==> config.mk <==
export PLATFORM = sky130hd
export DESIGN_NAME = etfi_queue
export DESIGN_NICKNAME = d
export VERILOG_FILES = /design/src/hdl/etfi_pkg.sv /design/src/hdl/etfi_queue.sv
export SDC_FILE = /design/constraint.sdc
export NUM_CORES = 1
export LEC_CHECK = 0
export BUFFER_PORTS_ARGS = -buffer_cell sky130_fd_sc_hd__buf_4
export CORE_MARGIN = 4
export CORE_UTILIZATION = 42
export DETAILED_ROUTE_END_ITERATION = 7
export GPL_TIMING_DRIVEN = 0
export PLACE_DENSITY = 0.69
export SLEW_MARGIN = 20
export SYNTH_ARGS = -nofsm -noshare
export SYNTH_HDL_FRONTEND = slang
export SYNTH_SLANG_ARGS = --single-unit
==> constraint.sdc <==
create_clock -name aclk -period 7.3 [get_ports aclk]
set_clock_uncertainty 0.15 [all_clocks]
set_input_delay 0.73 -clock aclk [delete_from_list [all_inputs] [get_ports aclk]]
set_output_delay 0.73 -clock aclk [all_outputs]
set_load 0.1 [all_outputs]
==> src/hdl/etfi_pkg.sv <==
// etfi_pkg: widths, fixed-point limits, codes and shared types of the escape-time iterator
// used by etfi_front, etfi_queue, etfi_core and escape_time_fractal_iterator
// no dependencies
`default_nettype none

package etfi_pkg;

    // coordinate format: two's complement, FRAC fraction bits (Q4.28 at 32 bits)
    localparam int COORD_WIDTH = 32;
    localparam int COUNT_WIDTH = 16;
    localparam int FRAC        = COORD_WIDTH - 4;

    // z parts are held clamped to [-2, +2]
    localparam int ZW   = FRAC + 3;
    // magnitude of a part that has not escaped, below 2
    localparam int MAGW = FRAC + 1;
    // exact square of such a magnitude
    localparam int SQW  = 2 * MAGW;
    // new part before clamping
    localparam int SUMW = COORD_WIDTH + 1;

    localparam int CFG_DATA_WIDTH = (COORD_WIDTH > COUNT_WIDTH) ? COORD_WIDTH : COUNT_WIDTH;

    localparam int QDEPTH = 2;
    localparam int QAW    = (QDEPTH > 1) ? $clog2(QDEPTH) : 1;

    localparam logic signed [ZW-1:0]   Z_LIM  = {2'b01, {(FRAC + 1){1'b0}}};
    localparam logic signed [ZW-1:0]   Z_NLIM = {2'b11, {(FRAC + 1){1'b0}}};
    localparam logic signed [SUMW-1:0] S_LIM  = {{(SUMW - ZW){1'b0}}, Z_LIM};
    localparam logic signed [SUMW-1:0] S_NLIM = {{(SUMW - ZW){1'b1}}, Z_NLIM};

    localparam logic [COUNT_WIDTH-1:0] LIMIT_RESET = COUNT_WIDTH'(256);

    typedef enum logic [1:0] {
        MODE_MANDEL = 2'd0,
        MODE_JULIA  = 2'd1,
        MODE_SHIP   = 2'd2,
        MODE_NONE   = 2'd3
    } mode_t;

    typedef enum logic [1:0] {
        CFG_MODE  = 2'd0,
        CFG_LIMIT = 2'd1,
        CFG_JREAL = 2'd2,
        CFG_JIMAG = 2'd3
    } cfg_idx_t;

    typedef enum logic [1:0] {
        CORE_IDLE,
        CORE_CHECK,
        CORE_UPDATE
    } core_state_t;

    // one classified point waiting for the iteration engine
    typedef struct packed {
        logic signed [ZW-1:0]          zr;
        logic signed [ZW-1:0]          zi;
        logic signed [COORD_WIDTH-1:0] cr;
        logic signed [COORD_WIDTH-1:0] ci;
        logic                          ship;
        logic                          skip;
    } q_entry_t;

    // saturate a part of z to [-2, +2]
    function automatic logic signed [ZW-1:0] clamp_z(input logic signed [SUMW-1:0] v);
        logic signed [ZW-1:0] r;
        if (v > S_LIM) begin
            r = Z_LIM;
        end else if (v < S_NLIM) begin
            r = Z_NLIM;
        end else begin
            r = v[ZW-1:0];
        end
        return r;
    endfunction

endpackage

`default_nettype wire

==> src/hdl/etfi_queue.sv <==
// etfi_queue: short fifo of classified points between front and iteration engine
// depends on etfi_pkg
`default_nettype none

module etfi_queue (
    input  logic                aclk,
    input  logic                aresetn,
    input  logic                push,
    input  etfi_pkg::q_entry_t  push_data,
    output logic                full,
    input  logic                pop,
    output etfi_pkg::q_entry_t  pop_data,
    output logic                not_empty
);
    import etfi_pkg::*;

    q_entry_t          entries_reg [QDEPTH];
    logic [QAW-1:0]    wr_ptr_reg;
    logic [QAW-1:0]    wr_ptr_next;
    logic [QAW-1:0]    rd_ptr_reg;
    logic [QAW-1:0]    rd_ptr_next;
    logic [QAW:0]      level_reg;
    logic [QAW:0]      level_next;

    assign full      = (level_reg == (QAW + 1)'(QDEPTH));
    assign not_empty = (level_reg != '0);
    assign pop_data  = entries_reg[rd_ptr_reg];

    always_comb begin
        wr_ptr_next = wr_ptr_reg;
        rd_ptr_next = rd_ptr_reg;
        level_next  = level_reg;
        if (push) begin
            wr_ptr_next = (wr_ptr_reg == QAW'(QDEPTH - 1)) ? '0 : wr_ptr_reg + 1'b1;
        end
        if (pop) begin
            rd_ptr_next = (rd_ptr_reg == QAW'(QDEPTH - 1)) ? '0 : rd_ptr_reg + 1'b1;
        end
        if (push && !pop) begin
            level_next = level_reg + 1'b1;
        end else if (pop && !push) begin
            level_next = level_reg - 1'b1;
        end
    end

    always_ff @(posedge aclk) begin
        if (!aresetn) begin
            wr_ptr_reg <= '0;
            rd_ptr_reg <= '0;
            level_reg  <= '0;
        end else begin
            wr_ptr_reg <= wr_ptr_next;
            rd_ptr_reg <= rd_ptr_next;
            level_reg  <= level_next;
        end
    end

    always_ff @(posedge aclk) begin
        if (push) begin
            entries_reg[wr_ptr_reg] <= push_data;
        end
    end

endmodule

`default_nettype wire

# [Yosys cells after proc, flatten, opt, wreduce, memory -nomap -nowiden]
# Memory sizes are Yosys's and may differ from the RTL's. A register that Yosys moved wholly into a read port is not among the register bits.
# Index checks and enable logic that the tools add are counted.
[classes] add_sub_neg=4 n_eq_ne=1 mux=8 reduce_logical=6
[ops] cell="$mux 1" count=6
[ops] cell="$mux 2" count=2
[ops] cell="$reduce_bool 2->1" count=2
[ops] cell="$add 1x1->1 const B" count=2
[ops] cell="$add 2x1->2 const B" count=1
[ops] cell="$eq 2x2->1 const B" count=1
[ops] cell="$logic_and 1x1->1" count=2
[ops] cell="$logic_not 1->1" count=2
[ops] cell="$sub 2x1->2 const B" count=1
[totals] reg_bits=4 mem_bits_rw=256 out_inout_bits=130 memories=1
[memory_table] name="entries_reg" depth=2 width=128 rd=1 rd_clocked_by_memory_dff=1 wr=1 line="etfi_queue.sv:17" rtl="q_entry_t entries_reg [QDEPTH];"

# [Logic depth before layout (Yosys ltp)]
[depth] ltp_word=4 depth_mapped=5 mapped_depth_nobuf=5

# [Worst setup path after synthesis]
# Ideal clock, no wire load.
[synth_timing] path_kind="input to register" startpoint="in push" endpoint="mem entries_reg[0][0] (netlist bit), enable pin" arrival_time_ns=6.309 setup_slack_ns=0.209 stages=1 n_path_buf=0 cell_sequence="nor2b_1"
[synth_via] elab_chain_len=2
[synth_rtl] element="start, declared" line="etfi_queue.sv:8" rtl="input logic push,"
[synth_rtl] element="$mux 1" line="etfi_queue.sv:59" rtl="if (push) begin"
[synth_rtl] element="$mux 1 (not written as such)" line="etfi_queue.sv:60" rtl="entries_reg[wr_ptr_reg] <= push_data;"
[synth_rtl] element="end, declared" line="etfi_queue.sv:17"
# Every way passes these cells.

==> summary.txt <==
Timing
  • Setup tns final: 0 ns
  • Slew headroom: 0.654
  • Minimum clock period: 2.77 ns
  • Final critical-path share of the clock period: 0.380
  • Unrepaired setup endpoints after global routing: false
  • Setup violations, final: 0
  • Worst Hold Margin: 0.243 ns
  • Measured slew at the worst slew-check pin: 0.518 ns
  • Highest Clock Rate: 360 MHz
  • Final hold vios: 0
  • Final Max Slew Viols: 0

Worst setup path
  • Slowest stage delay, CP: 0.36 ns
  • Crit path max fanout: 10
  • Buf/Inv on CP: 3
  • Critical path arrival: 1.89 ns
  • CP Cell Sequence: buf_6 -> buf_6 -> mux2_2 -> buf_4
  • Critical-path top delay cell: dfxtp_1
  • Worst Setup Start Kind: flop
  • Top cell by count, worst path: buf_6
  • CP required: 6.42 ns
  • Critical Path End Type: primary output
  • Worst Path Class, Setup: reg -> out
  • Crit path max-delay family: buffers and inverters

GRT
  • GRT Overall Usage: 0.138
  • Vias in the first global route: 5175
  • Global-route wire length before repair: 27.3 mm
  • Gr ovfl total: 0
  • Pin count of the biggest net entering global routing: 57
  • Initial antenna violation count: 0

Layout
  • Fillers: 1631
  • Multi-input logic area: 1570 um^2
  • Fin nets: 850
  • Max reg flops: 256
  • Final core utilization: 0.583
  • Register area: 7790 um^2
  • Layout area overhead: 35.0%
  • Ratio of cells with drive above 1 in the final layout: 0.609
  • ANT cells: 0

Logic synthesis
  • Post-Syn Nets: 553
  • Flops & latches, synth: 261
  • Cell count after synthesis: 420
  • Library cells used by synthesis: 16
  • Syn Std Cell Area: 9510 um^2
  • Main flop type after synthesis: edfxtp_1
  • Synth warn: 0
  • Syn_area_per_cell: 22.6 um^2
  • Seq/Total Area, Yosys: 0.819
  • Post-synth EDFFs: 256
  • Ys async rst share: 0

Clock tree
  • Hold Buf Count CTS: 0
  • Post-CTS Repair Setup Buffers: 0
  • Root buf cell: clkbuf_16
  • Sink Count: 261
  • H-tree levels: 1
  • Clk buf depth: 3
  • CTS tree: built
  • Post-CTS sizing: 0
  • Clock transition at path regs: 0.06 ns
  • Num CTS Buffers: 27
  • Worst-Skew Late Latency: 0.51 ns

Detailed routing
  • Routed len/inst: 18.1 um
  • Vias: 4837
  • Remaining DRCs: 0
  • Initial DRC Count: 207
  • Post-route ant nets: 0
  • Final Routed Wirelength: 18.4 mm
  • Via density: 4.76
  • Drt first pass iters: 4

Die
  • Die area: 25100 um^2
  • I/O Pins: 262
  • Initial Util: 0.432
  • Die height: 158 um
  • Core area: 22000 um^2
  • Width of the die: 158 um
  • FP Rows: 54

Placement
  • Dpl hpwl: 13.0 mm
  • Final GP Congestion: 0.739
  • Port Buf Inserts: 261

Power and ir drop
  • Pleak: 0.00481 uW
  • Logic gate share of total power: 0.237
  • NetSw: 1230 uW
  • Clock share of power: 0.322
  • Power density cells: 309 nW/um^2
  • Internal power: 2740 uW
  • Switch share: 0.310
  • Register share of total power: 0.441
  • Max VDD drop: 225 uV

Job
  • Max-Cap Viols: 0

Hold path
  • Tightest Hold Check Type: in -> reg

Outcome
  • Status: complete, no violations
==> layout by cell type, fill, tap and decap left out, types with 2 or more instances in the layout <==
master	instances
and2_1	3
clkinv_1	3
buf_6	14
clkbuf_1	11
mux2_2	128
buf_12	2
buf_16	5
bufinv_16	2
buf_4	261
xor2_1	2
dfxtp_1	5
edfxtp_1	256
clkbuf_16	27
clkinv_2	4
==> stage by stage <==
stage               worst slack, ns  std cells  total power (uW)  cell area, um^2
floorplan                     0.209        420              2500             9510
global placement              -2.65        961              2720            11800
detailed placement             4.82        968              2730            12000
CTS                            4.47       1017              4010            12800
global route                   4.42       1017              4100            12800
finish                         4.53       1017              3960            12800
==> power groups by stage <==
stage	registers (uW)	clock network, uW	logic (uW)
2_1_floorplan	1790	0	717
3_3_place_gp	1800	0	919
3_5_place_dp	1780	0	944
4_1_cts	1750	1310	947
5_1_grt	1760	1380	970
6_report	1750	1280	938
==> metal layers <==
layer,track usage,vias to the layer above,share of wire
met1,0.164,2347,0.38
met3,0.0516,30,0.11
met2,0.236,193,0.49
li1,-,2267,-
met5,0,-,0
met4,0.0418,0,0.023
==> kinds of logic after synthesis <==
family,count (synthesis),synth area share
flip-flops,261,0.819
multiplexers,128,0.152
buffers and inverters,15,0.0170
AND/OR/NAND/NOR,9,0.00619
AO/OA/AOI/OAI,3,0.00211
XOR/XNOR,3,0.00276
adder cells (fa/ha/maj),1,0.00132
==> cell usage after synthesis (2+ instances only) <==
library cell,n,area share
and2_1,4,0.0026
buf_6,14,0.017
dfxtp_1,5,0.011
edfxtp_1,256,0.81
mux2_2,128,0.15
nor2b_1,2,0.0013
xor2_1,2,0.0018
==> path summary, 6_finish.rpt <==
kind,start,end,slack (ns),cells after the start
hold / removal,push_data[120],entries_reg[1][120],0.24,1
hold reg to reg,level_reg[1],level_reg[1],0.36,2
setup / recovery,flop,pop_data[3],4.53,4
setup reg to reg,wr_ptr_reg,entries_reg[0][49],5.38,4
==> cell type report <==
type,instances,area share
Inverter,1,0.000292
Clock inverter,10,0.00780
Multi-Input combinational cell,144,0.122
Timing Repair Buffer,268,0.166
Tap cell,280,0.0273
Buffer,14,0.0123
Sequential cell,261,0.607
Clock buffer,39,0.0569
No activity file was read; power rests on OpenSTA's default activity.
