File: src/hdl/etfi_pkg.sv
// etfi_pkg: widths, fixed-point limits, codes and shared types of the escape-time iterator
// used by etfi_front, etfi_queue, etfi_core and escape_time_fractal_iterator
// no dependencies
`default_nettype none

package etfi_pkg;

    // coordinate format: two's complement, FRAC fraction bits (Q4.28 at 32 bits)
    localparam int COORD_WIDTH = 32;
    localparam int COUNT_WIDTH = 16;
    localparam int FRAC        = COORD_WIDTH - 4;

    // z parts are held clamped to [-2, +2]
    localparam int ZW   = FRAC + 3;
    // magnitude of a part that has not escaped, below 2
    localparam int MAGW = FRAC + 1;
    // exact square of such a magnitude
    localparam int SQW  = 2 * MAGW;
    // new part before clamping
    localparam int SUMW = COORD_WIDTH + 1;

    localparam int CFG_DATA_WIDTH = (COORD_WIDTH > COUNT_WIDTH) ? COORD_WIDTH : COUNT_WIDTH;

    localparam int QDEPTH = 2;
    localparam int QAW    = (QDEPTH > 1) ? $clog2(QDEPTH) : 1;

    localparam logic signed [ZW-1:0]   Z_LIM  = {2'b01, {(FRAC + 1){1'b0}}};
    localparam logic signed [ZW-1:0]   Z_NLIM = {2'b11, {(FRAC + 1){1'b0}}};
    localparam logic signed [SUMW-1:0] S_LIM  = {{(SUMW - ZW){1'b0}}, Z_LIM};
    localparam logic signed [SUMW-1:0] S_NLIM = {{(SUMW - ZW){1'b1}}, Z_NLIM};

    localparam logic [COUNT_WIDTH-1:0] LIMIT_RESET = COUNT_WIDTH'(256);

    typedef enum logic [1:0] {
        MODE_MANDEL = 2'd0,
        MODE_JULIA  = 2'd1,
        MODE_SHIP   = 2'd2,
        MODE_NONE   = 2'd3
    } mode_t;

    typedef enum logic [1:0] {
        CFG_MODE  = 2'd0,
        CFG_LIMIT = 2'd1,
        CFG_JREAL = 2'd2,
        CFG_JIMAG = 2'd3
    } cfg_idx_t;

    typedef enum logic [1:0] {
        CORE_IDLE,
        CORE_CHECK,
        CORE_UPDATE
    } core_state_t;

    // one classified point waiting for the iteration engine
    typedef struct packed {
        logic signed [ZW-1:0]          zr;
        logic signed [ZW-1:0]          zi;
        logic signed [COORD_WIDTH-1:0] cr;
        logic signed [COORD_WIDTH-1:0] ci;
        logic                          ship;
        logic                          skip;
    } q_entry_t;

    // saturate a part of z to [-2, +2]
    function automatic logic signed [ZW-1:0] clamp_z(input logic signed [SUMW-1:0] v);
        logic signed [ZW-1:0] r;
        if (v > S_LIM) begin
            r = Z_LIM;
        end else if (v < S_NLIM) begin
            r = Z_NLIM;
        end else begin
            r = v[ZW-1:0];
        end
        return r;
    endfunction

endpackage

`default_nettype wire

File: src/hdl/etfi_front.sv
// etfi_front: accepts points and turns them into start values for the iteration engine
// depends on etfi_pkg
`default_nettype none

module etfi_front (
    input  logic                                      s_valid,
    output logic                                      s_ready,
    input  logic signed [etfi_pkg::COORD_WIDTH-1:0]   s_point_real,
    input  logic signed [etfi_pkg::COORD_WIDTH-1:0]   s_point_imag,
    input  etfi_pkg::mode_t                           mode,
    input  logic signed [etfi_pkg::COORD_WIDTH-1:0]   julia_real,
    input  logic signed [etfi_pkg::COORD_WIDTH-1:0]   julia_imag,
    input  logic                                      q_full,
    output logic                                      q_push,
    output etfi_pkg::q_entry_t                        q_data
);
    import etfi_pkg::*;

    logic signed [SUMW-1:0] pr_ext;
    logic signed [SUMW-1:0] pi_ext;

    assign s_ready = !q_full;
    assign q_push  = s_valid && !q_full;

    assign pr_ext = {{(SUMW - COORD_WIDTH){s_point_real[COORD_WIDTH-1]}}, s_point_real};
    assign pi_ext = {{(SUMW - COORD_WIDTH){s_point_imag[COORD_WIDTH-1]}}, s_point_imag};

    always_comb begin
        q_data.ship = (mode == MODE_SHIP);
        q_data.skip = (mode == MODE_NONE);
        case (mode)
            MODE_JULIA: begin
                // start from the point, clamped like every later z
                q_data.zr = clamp_z(pr_ext);
                q_data.zi = clamp_z(pi_ext);
                q_data.cr = julia_real;
                q_data.ci = julia_imag;
            end
            default: begin
                q_data.zr = '0;
                q_data.zi = '0;
                q_data.cr = s_point_real;
                q_data.ci = s_point_imag;
            end
        endcase
    end

endmodule

`default_nettype wire

File: config.mk
export PLATFORM = sky130hd
export DESIGN_NAME = etfi_front
export DESIGN_NICKNAME = d
export VERILOG_FILES = /design/src/hdl/etfi_pkg.sv /design/src/hdl/etfi_front.sv
export SDC_FILE = /design/constraint.sdc
export NUM_CORES = 1
export LEC_CHECK = 0
export BUFFER_PORTS_ARGS = -buffer_cell sky130_fd_sc_hd__buf_2
export CAP_MARGIN = 30
export CORE_AREA = 2 2 101 103
export DETAILED_ROUTE_END_ITERATION = 7
export DIE_AREA = 0 0 103 105
export GPL_ROUTABILITY_DRIVEN = 0
export PLACE_DENSITY = 0.59
export SLEW_MARGIN = 30
export SYNTH_ARGS = -nofsm -noshare
export SYNTH_HDL_FRONTEND = slang
export SYNTH_SLANG_ARGS = --single-unit
File: constraint.sdc
create_clock -name vclk -period 1.5
set_input_delay 0.3 -clock vclk [all_inputs]
set_output_delay 0.3 -clock vclk [all_outputs]
set_load 0.02 [all_outputs]
# == Word level (Yosys, flattened, before mapping) ==
# Index checks and enable logic that the tools add are counted.
# word_totals
output_inout_bits,130
in_bits,132
wordCells,14
reg_bits,0
# op_classes
n_eq_ne,3
magnitude_cmp,4
mux,5
n_reduce_logical,2
# op_table
op,count
126-bit two-way mux,1
31-bit two-way mux,4
32-bit by 31-bit greater-than comparator with 1-bit output (second input constant),2
32-bit by 30-bit < comparator with 1-bit output (second input constant),2
2-bit equality test (second input constant),2
2-bit by 1-bit equality test with 1-bit output (second input constant),1
1-bit logical AND,1
1-bit logical NOT,1

# == Depth between registers and ports, before layout ==
# Gate-level depths: netlist (run 1).
# depth
ltp_word,4
depth_mapped,6
depth_no_buf,4

# == Worst setup path before layout (run 1) ==
# Ideal clock, no wire load.
# synth_path
path_type,input to output
from,input s_point_real[24] (netlist bit)
to,output q_data[116] (netlist bit)
t_required_ps,1200
path_stages,6
arrival_ps,1482
path_buffers,2
path_slack_ps,-282
cell_sequence,nor4_1 nand4_1 o221a_2 buf_6 buf_6 nor2_1
# synth_rtl
item,line,source
"start, declared",etfi_front.sv:8,"input logic signed [etfi_pkg::COORD_WIDTH-1:0] s_point_real,"
"end, declared",etfi_front.sv:15,output etfi_pkg::q_entry_t q_data

==> flow_summary.ini, run 1 <==
[outcome]
run_status = complete, but fails checks
violated_checks = negative setup slack

[final_layout]
post-route-util = 0.6033
layout.cells.most_common = buf_6
seq_cells = 0
seqCellArea_um2 = 0
layout_common_cells = 129 x buf_6, 126 x buf_2, 62 x mux2_4, 58 x nand3_1, 57 x buf_4
fin_area_um2 = 5816
num-fill-cells = 773
n_clock_buffer = 0
n_antenna_cell = 0
areaGrowthSynthToFinish_pct = 261.4
fin_nets = 703
layout-drive-gt1-share = 0.8612

[critical_path]
cp.required_ns = 1.20
critical_path_arrival_ns = 1.71
worst-setup-path-type = input port to primary output
critical_path.max_fanout = 10
start_kind = input port
worstSetupEndpointType = primary output

[timing]
report.final.setup_viol = 126
timing.final.hold_violations = 0
timing.slew.headroom = 0.8169
final_number_of_max_transition_violations = 0
unrepaired_setup_endpoints_after_global_routing = yes
fin_crit_ns = 2.013
max_clock_freq_mhz = 496.7
final.setup.worst_slack_ns = -0.5131
finalCritPeriodShare = 1.342
worst-slew-pin-transition_ns = 0.2726

[power_and_ir_drop]
p_sw_frac = 0.4611
cellInternalPower_mw = 1.061
sequentialPowerShare = 0
p_leak_nw = 2.674
power.combinational.fraction = 1.000
clockPowerShare = 0
power_switching_uw = 907.7
power_density_over_the_cells_nw_per_um2 = 338.5
power.ir.vdd_worst_v = 0.0002050

[die]
fp.dieW_um = 103
die_ar_um2 = 10820
floorplan.io_pins = 262
core_area_um2 = 9639
die_height_um = 105
floorplan.rows = 36
start_util = 0.1669

[logic_synthesis]
yosysSeqAreaShare = 0
synth_cells = 245
synth-adder-area-share = 0
synth-xor-area-share = 0
syn-num-nets = 377
ys_warn_count = 0
post_synth_instance_area_um2 = 1609
synth_compound_area_frac = 0.03110
synth.mux.area_fraction = 0.4339
synth_top_family_by_area = simple AND/OR/NAND/NOR gates
synth_simple_gate_area_frac = 0.4417
yosysUniqueCellTypes = 16
syn-mean-instance-area_um2 = 6.568

[clocking]
holdBufCountCts = 0

[global_routing]
grt-ovfl-total = 0
antenna_found_initial = 0
grt_pass1_wl_mm = 19.33
vias_in_the_first_global_route = 3610
overall_routing_resource_usage = 0.2255
grt_max_degree = 21

[detailed_routing]
dr_total_vias = 3440
avgRoutedWirePerCell_um = 19.23
detail_route.vias_per_cell = 4.900
wl_mm = 13.50
number_of_violations_reported_at_the_end_of_detailed_routing_iteration_0 = 98
drt-pass1-iter-count = 4
route.antenna.remaining_nets = 0
drc = 0

[placement]
hpwl_dp_mm = 7.760
detailed_place.area_um2 = 3851
port-buffer-count = 262

[hold_path]
min_delay_path_depth = 3
hold_class = input port to primary output

[flow_run]
cap_violations = 0
-- area by class of cell --
class,count,area [um^2],share of cell area
inverters,3,11.26,0.001936
multi-input cells,216,2293,0.3944
repair buffers,350,3344,0.5751
well taps,133,166.4,0.02861
-- per-stage QoR --
step	worst slack (ns)	std cells	TNS, ns	power (mW)	hold WS (ns)
2_1_floorplan	-0.1573	245	-7.642	0.6867	0.6766
3_3_place_gp	-0.6646	674	-47.72	1.234	0.8542
3_5_place_dp	-0.6632	674	-47.49	1.243	0.8628
4_1_cts	-0.4752	699	-38.91	1.878	0.8515
5_1_grt	-0.5914	702	-45.61	2.052	0.8833
6_report	-0.5131	702	-40.00	1.968	0.8723
-- final timing paths --
kind | endpoint | from | slack (ns)
worst max-delay path | q_data[100] | s_point_real[1] | -0.51
worst min-delay path | s_ready | q_full | 0.87
-- power groups by stage --
| stage | Clock (mW) | Combinational [mW] | Sequential (mW) |
|---|---|---|---|
| 2_1_floorplan | 0 | 0.687 | 0 |
| 3_5_place_dp | 0 | 1.24 | 0 |
| 5_1_grt | 0 | 2.05 | 0 |
| 4_1_cts | 0 | 1.88 | 0 |
| 3_3_place_gp | 0 | 1.23 | 0 |
| 6_report | 0 | 1.97 | 0 |
-- cell families after synthesis --
| kind of cell | Yosys count |
|---|---|
| compound gates | 6 |
| buf+inv | 29 |
| mux | 62 |
| simple gates | 148 |
-- synth_stat cells --
| library cell | count | area share |
|---|---|---|
| and2_1 | 3 | 0.012 |
| nor2b_1 | 3 | 0.012 |
| nand4_1 | 4 | 0.016 |
| inv_1 | 3 | 0.0070 |
| nor4_1 | 14 | 0.054 |
| o21ai_0 | 2 | 0.0062 |
| nor2_1 | 58 | 0.14 |
| o221a_2 | 2 | 0.014 |
| nand2_1 | 6 | 0.014 |
| buf_2 | 9 | 0.028 |
| clkbuf_1 | 13 | 0.030 |
| nor4b_2 | 2 | 0.019 |
| nand3_1 | 58 | 0.18 |
| mux2_2 | 62 | 0.43 |
| o31a_1 | 2 | 0.011 |
| buf_6 | 4 | 0.028 |
-- worst max-delay path, cell delays in order --
cell     delay [ns]
buf_8          0.10
nor4_4         0.26
buf_4          0.15
nand4_1        0.11
o221a_4        0.35
buf_12         0.18
nor2_2         0.12
buf_6          0.13
-- routing by layer --
metal | vias up | part of all wire | track usage
met5 | - | 0 | 0
met4 | 0 | 0.036 | 0.07143
met3 | 39 | 0.087 | 0.03679
met2 | 233 | 0.55 | 0.4453
met1 | 1628 | 0.33 | 0.2320
li1 | 1540 | - | -
-- what timing repair did --
action | CTS | global route
setup endpoints to repair | 126 | 126
cloned | 16 | 3
pin swaps | 17 | 17
setup buffers | 9 | 5
resized for setup | 381 | 42
Note: power is estimated with default switching activity, not from simulation.
==> run 2, diff against run 1 <==
--- a/config.mk
+++ b/config.mk
@@ -6,12 +6,14 @@
 export NUM_CORES = 1
 export LEC_CHECK = 0
 export BUFFER_PORTS_ARGS = -buffer_cell sky130_fd_sc_hd__buf_2
-export CAP_MARGIN = 30
+export CAP_MARGIN = 10
 export CORE_AREA = 2 2 101 103
 export DETAILED_ROUTE_END_ITERATION = 7
 export DIE_AREA = 0 0 103 105
 export GPL_ROUTABILITY_DRIVEN = 0
+export GPL_TIMING_DRIVEN = 0
 export PLACE_DENSITY = 0.59
+export SKIP_LAST_GASP = 1
 export SLEW_MARGIN = 30
 export SYNTH_ARGS = -nofsm -noshare
 export SYNTH_HDL_FRONTEND = slang
==> run 2 against run 1 <==
The run still ends with negative setup slack left. Critical path type unchanged. Design area fell by 5.9%. Utilization is 3.6 points lower. Worst hold slack worse by 0.014 ns.
==> flow_summary.ini, run 2 (synthesis gave the netlist of run 1 again) <==
[global_routing]
grt-ovfl-total = 0
grt_pass1_wl_mm = 17.32
grt_max_degree = 11
vias_in_the_first_global_route = 3373
antenna_found_initial = 0
overall_routing_resource_usage = 0.2000

[outcome]
run_status = complete, but fails checks
violated_checks = negative setup slack

[timing]
finalCritPeriodShare = 1.368
timing.slew.headroom = 0.7053
timing.final.hold_violations = 0
unrepaired_setup_endpoints_after_global_routing = yes
final_number_of_max_transition_violations = 0
worst-slew-pin-transition_ns = 0.4420
report.final.setup_viol = 123
final.setup.worst_slack_ns = -0.5518
max_clock_freq_mhz = 487.4
fin_crit_ns = 2.052

[detailed_routing]
route.antenna.remaining_nets = 0
dr_total_vias = 3221
drc = 0
detail_route.vias_per_cell = 4.772
number_of_violations_reported_at_the_end_of_detailed_routing_iteration_0 = 55
drt-pass1-iter-count = 4
wl_mm = 12.05
avgRoutedWirePerCell_um = 17.85

[critical_path]
critical_path_arrival_ns = 1.75
critical_path.max_fanout = 10
startpoint = s_point_imag[27]
worst-setup-path-type = input port to primary output
worstSetupEndpointType = primary output
start_kind = input port
crit_path_end = q_data[86]
cp.required_ns = 1.20

[die]
floorplan.io_pins = 262
die_ar_um2 = 10820
start_util = 0.1669
core_area_um2 = 9639
die_height_um = 105
fp.dieW_um = 103
floorplan.rows = 36

[final_layout]
n_antenna_cell = 0
num-fill-cells = 820
seqCellArea_um2 = 0
fin_nets = 676
multiInputGateArea_um2 = 2355
areaGrowthSynthToFinish_pct = 240.1
layout_common_cells = 139 x buf_6, 130 x buf_2, 62 x mux2_4, 58 x nand3_1, 58 x nor2_4
layout.cells.most_common = buf_6
layout-drive-gt1-share = 0.8579
seq_cells = 0
n_clock_buffer = 0
instances_no_fill = 675

[power_and_ir_drop]
clockPowerShare = 0
p_leak_nw = 2.497
total_power_mw = 1.834
sequentialPowerShare = 0
cellInternalPower_uw = 967.2
power_density_over_the_cells_nw_per_um2 = 335.2
power.ir.vdd_worst_v = 0.0001917
p_sw_frac = 0.4728
power_switching_uw = 867.3
power.combinational.fraction = 1.000

[hold_path]
hold_class = input port to primary output

[clocking]
holdBufCountCts = 0

[placement]
port-buffer-count = 262
hpwl_dp_mm = 8.148
place_inst = 640

[flow_run]
cap_violations = 0
[run 2: cell types whose count changed in the layout (fill, tap and decap cells not counted), moves of 4 or more]
cell | previous run | this run
buf_4 | 57 | 16
buf_6 | 129 | 139
buf_2 | 126 | 130
nor2_4 | 52 | 58
buf_16 | 13 | 3
clkbuf_2 | 0 | 7
nor2_2 | 4 | 0
[run 2: what timing repair did]
item                                    4_1_cts  5_1_grt
pin swaps                                    22       25
cloned                                       10        1
setup buffers                                15       20
endpoints found under the setup margin      126      126
resized for setup                           361      104
[run 2: worst min path at each step]
stage	startpoint	endpoint	slack, ns	cells past startpoint
2_1_floorplan	q_full	s_ready	0.68	1
3_3_place_gp	q_full	s_ready	0.86	3
3_5_place_dp	q_full	s_ready	0.86	3
4_1_cts	q_full	s_ready	0.86	3
5_1_grt	q_full	s_ready	0.89	3
6_report	q_full	s_ready	0.86	3
[run 2: cell type report]
class,instances,share of cell area
buffer,21,0.04344
multi-input combinational,216,0.4303
tap,133,0.03041
inverter,3,0.002058
timing repair buffer,302,0.4938
[run 2: per-stage QoR]
step	setup slack (ns)	hold slack [ns]	util	TNS [ns]	cell area, um^2
2_1_floorplan	-0.1573	0.6766	-	-7.642	2034
3_3_place_gp	-0.6913	0.8555	0.3644	-58.54	3512
3_5_place_dp	-0.6740	0.8589	0.3644	-58.65	3512
4_1_cts	-0.5417	0.8604	0.5341	-39.18	5149
5_1_grt	-0.5732	0.8891	0.5678	-44.24	5473
6_report	-0.5518	0.8586	0.5678	-39.82	5473
[run 2: power by group through the flow]
stage	sequential [mW]	combinational, mW	clock (mW)
5_1_grt	0	1.92	0
6_report	0	1.83	0
3_5_place_dp	0	1.16	0
3_3_place_gp	0	1.15	0
2_1_floorplan	0	0.687	0
4_1_cts	0	1.71	0
[run 2: critical path, stage by stage]
cell and delay, ns:
buf_8 0.10, nor4_4 0.30, nand4_1 0.23, o221a_4 0.30, buf_6 0.13, buf_12 0.15, nor2_4 0.10, buf_6 0.12
[run 2: metal layers]
layer | vias to the layer above | part of all wire | global-route usage
li1 | 1486 | - | -
met1 | 1531 | 0.37 | 0.2220
met2 | 186 | 0.54 | 0.3929
met3 | 18 | 0.075 | 0.02475
met4 | 0 | 0.018 | 0.04041
met5 | - | 0 | 0
==> run 3, diff against run 2 <==
--- a/config.mk
+++ b/config.mk
@@ -7,12 +7,13 @@
 export LEC_CHECK = 0
 export BUFFER_PORTS_ARGS = -buffer_cell sky130_fd_sc_hd__buf_2
 export CAP_MARGIN = 10
-export CORE_AREA = 2 2 101 103
+export CORE_AREA = 10 10 93 95
 export DETAILED_ROUTE_END_ITERATION = 7
 export DIE_AREA = 0 0 103 105
 export GPL_ROUTABILITY_DRIVEN = 0
 export GPL_TIMING_DRIVEN = 0
-export PLACE_DENSITY = 0.59
+export PLACE_DENSITY = 0.77
+export RECOVER_POWER = 100
 export SKIP_LAST_GASP = 1
 export SLEW_MARGIN = 30
 export SYNTH_ARGS = -nofsm -noshare
==> run 3 against run 2 <==
Highest routed layer unchanged. Critical endpoint is now q_data[107]. Die area unchanged. Sequential cell count unchanged. Via count increased by 3.9%. Critical path depth unchanged. Global-route usage increased by 5.7 points. The run still ends with negative setup slack left. Setup slack got worse by 0.015 ns. Combinational power about the same. Power increased by 1.6%. Routed wire length increased by 29%. Design area decreased by 2.6%.
==> flow_summary.ini, run 3 (synthesis gave the netlist of run 1 again) <==
[detailed_routing]
route.layer.met1.wl_mm = 5.275
detailroute.wirelength.met2_mm = 8.506
drc = 0
detailroute.wirelength.met3_mm = 1.444
drt-pass1-iter-count = 5
number_of_violations_reported_at_the_end_of_detailed_routing_iteration_0 = 114
avgRoutedWirePerCell_um = 25.26
route.antenna.remaining_nets = 0
dr.max_layer_used = met4
wl_mm = 15.59
detail_route.vias_per_cell = 5.426
dr_total_vias = 3348

[power_and_ir_drop]
clockPowerShare = 0
power.combinational.fraction = 1.000
power_density_over_the_cells_nw_per_um2 = 349.6
power_switching_uw = 906.5
sequentialPowerShare = 0
p_leak_nw = 2.439
cellInternalPower_uw = 957.4
power.ir.vdd_worst_v = 0.0002555
p_sw_frac = 0.4863

[placement]
hpwl_dp_mm = 10.14
port-buffer-count = 262
place_inst = 587

[critical_path]
worst-setup-path-type = input port to primary output
worstSetupEndpointType = primary output
worst_path_dominant_cell_family = simple AND/OR/NAND/NOR gates
critPathMaxStageDelay_ns = 0.31
path_cells = buf_2, nor4_4, nand4_1, o221a_4, buf_12, clkbuf_16, nor2_4, buf_6
critical_path.max_fanout = 5
cp_slowest_cell = nor4_4
worst_path_buffer_plus_inverter_count = 4
start_kind = input port
critical_path_arrival_ns = 1.77
cp.required_ns = 1.20

[final_layout]
layout.cells.most_common = buf_6
instances_no_fill = 617
post-route-util = 0.7891
layout_common_cells = 133 x buf_6, 124 x buf_2, 60 x mux2_4, 58 x nand3_1, 51 x nor2_4
n_clock_buffer = 0
areaGrowthSynthToFinish_pct = 231.3
seq_cells = 0
num-fill-cells = 403
seqCellArea_um2 = 0
layout-drive-gt1-share = 0.8358
fin_nets = 670
multiInputGateArea_um2 = 2298

[global_routing]
antenna_found_initial = 1
vias_in_the_first_global_route = 3788
grt_max_degree = 11
overall_routing_resource_usage = 0.2570
grt-ovfl-total = 0
grt_pass1_wl_mm = 22.22

[hold_path]
end_point_of_the_most_critical_hold_path = q_data[1]
hold_class = input port to primary output
min_delay_startpoint = mode[0]
min_delay_path_depth = 3

[outcome]
violated_checks = negative setup slack
run_status = complete, but fails checks

[timing]
worst-slew-pin-transition_ns = 0.4686
finalCritPeriodShare = 1.378
max_clock_freq_mhz = 483.8
fin_crit_ns = 2.067
hold-worst-slack_ns = 0.8755
report.final.setup_viol = 124
timing.slew.headroom = 0.6876
final_number_of_max_transition_violations = 0
unrepaired_setup_endpoints_after_global_routing = yes
final.setup.worst_slack_ns = -0.5668
timing.final.hold_violations = 0

[die]
fp.dieW_um = 103
start_util = 0.2381
floorplan.io_pins = 262
die_height_um = 105
floorplan.rows = 30
die_ar_um2 = 10820
core_area_um2 = 6756

[flow_run]
cap_violations = 0
## run 3: cell count changes in the layout (fill, tap and decap cells not counted), sizes merged
cell    before  now
clkbuf      14   17
diode        0    1
buf        309  300
## run 3: worst max path at each step
stage	start	end	cells after the start
finish	s_point_real[13]	q_data[107]	8
global route	s_point_real[13]	q_data[107]	8
CTS	s_point_real[4]	q_data[125]	8
detailed placement	s_point_real[1]	q_data[124]	8
global placement	s_point_real[1]	q_data[116]	8
floorplan	s_point_real[15]	q_data[100]	5
## run 3: metal layers
metal	vias up	track usage
met2	208	0.4950
li1	1477	-
met4	0	0.06064
met3	29	0.06719
met5	-	0
met1	1634	0.2613
## run 3: final cells by class
cell class | count | area share
Antenna cell | 1 | 0.0004694
Buffer | 22 | 0.04835
Inverter | 3 | 0.002112
Multi-Input combinational cell | 216 | 0.4311
Tap cell | 80 | 0.01877
Timing Repair Buffer | 295 | 0.4992
## run 3: what timing repair did
item,4_1_cts,5_1_grt
pin swaps,26,24
hold buffers,0,0
buffers inserted,17,9
cloned,10,2
setup endpoints to repair,126,126
gates resized for setup,349,99
## run 3: power groups by stage
| stage | Sequential, mW | Clock (mW) | Combinational (mW) |
|---|---|---|---|
| after floorplan | 0 | 0 | 0.687 |
| after global placement | 0 | 0 | 1.16 |
| after detailed placement | 0 | 0 | 1.18 |
| after CTS | 0 | 0 | 1.72 |
| after global routing | 0 | 0.0000000893 | 1.94 |
| final | 0 | 0.0000000894 | 1.86 |
## run 3: metrics by stage
step                power, mW  instance area (um^2)  TNS [ns]  setup slack (ns)
floorplan              0.6867                  2034    -7.642           -0.1573
global placement        1.163                  3446    -60.20           -0.6727
detailed placement      1.180                  3446    -61.92           -0.7033
CTS                     1.723                  5065    -40.91           -0.4889
global route            1.942                  5331    -46.25           -0.5957
finish                  1.864                  5331    -41.62           -0.5668
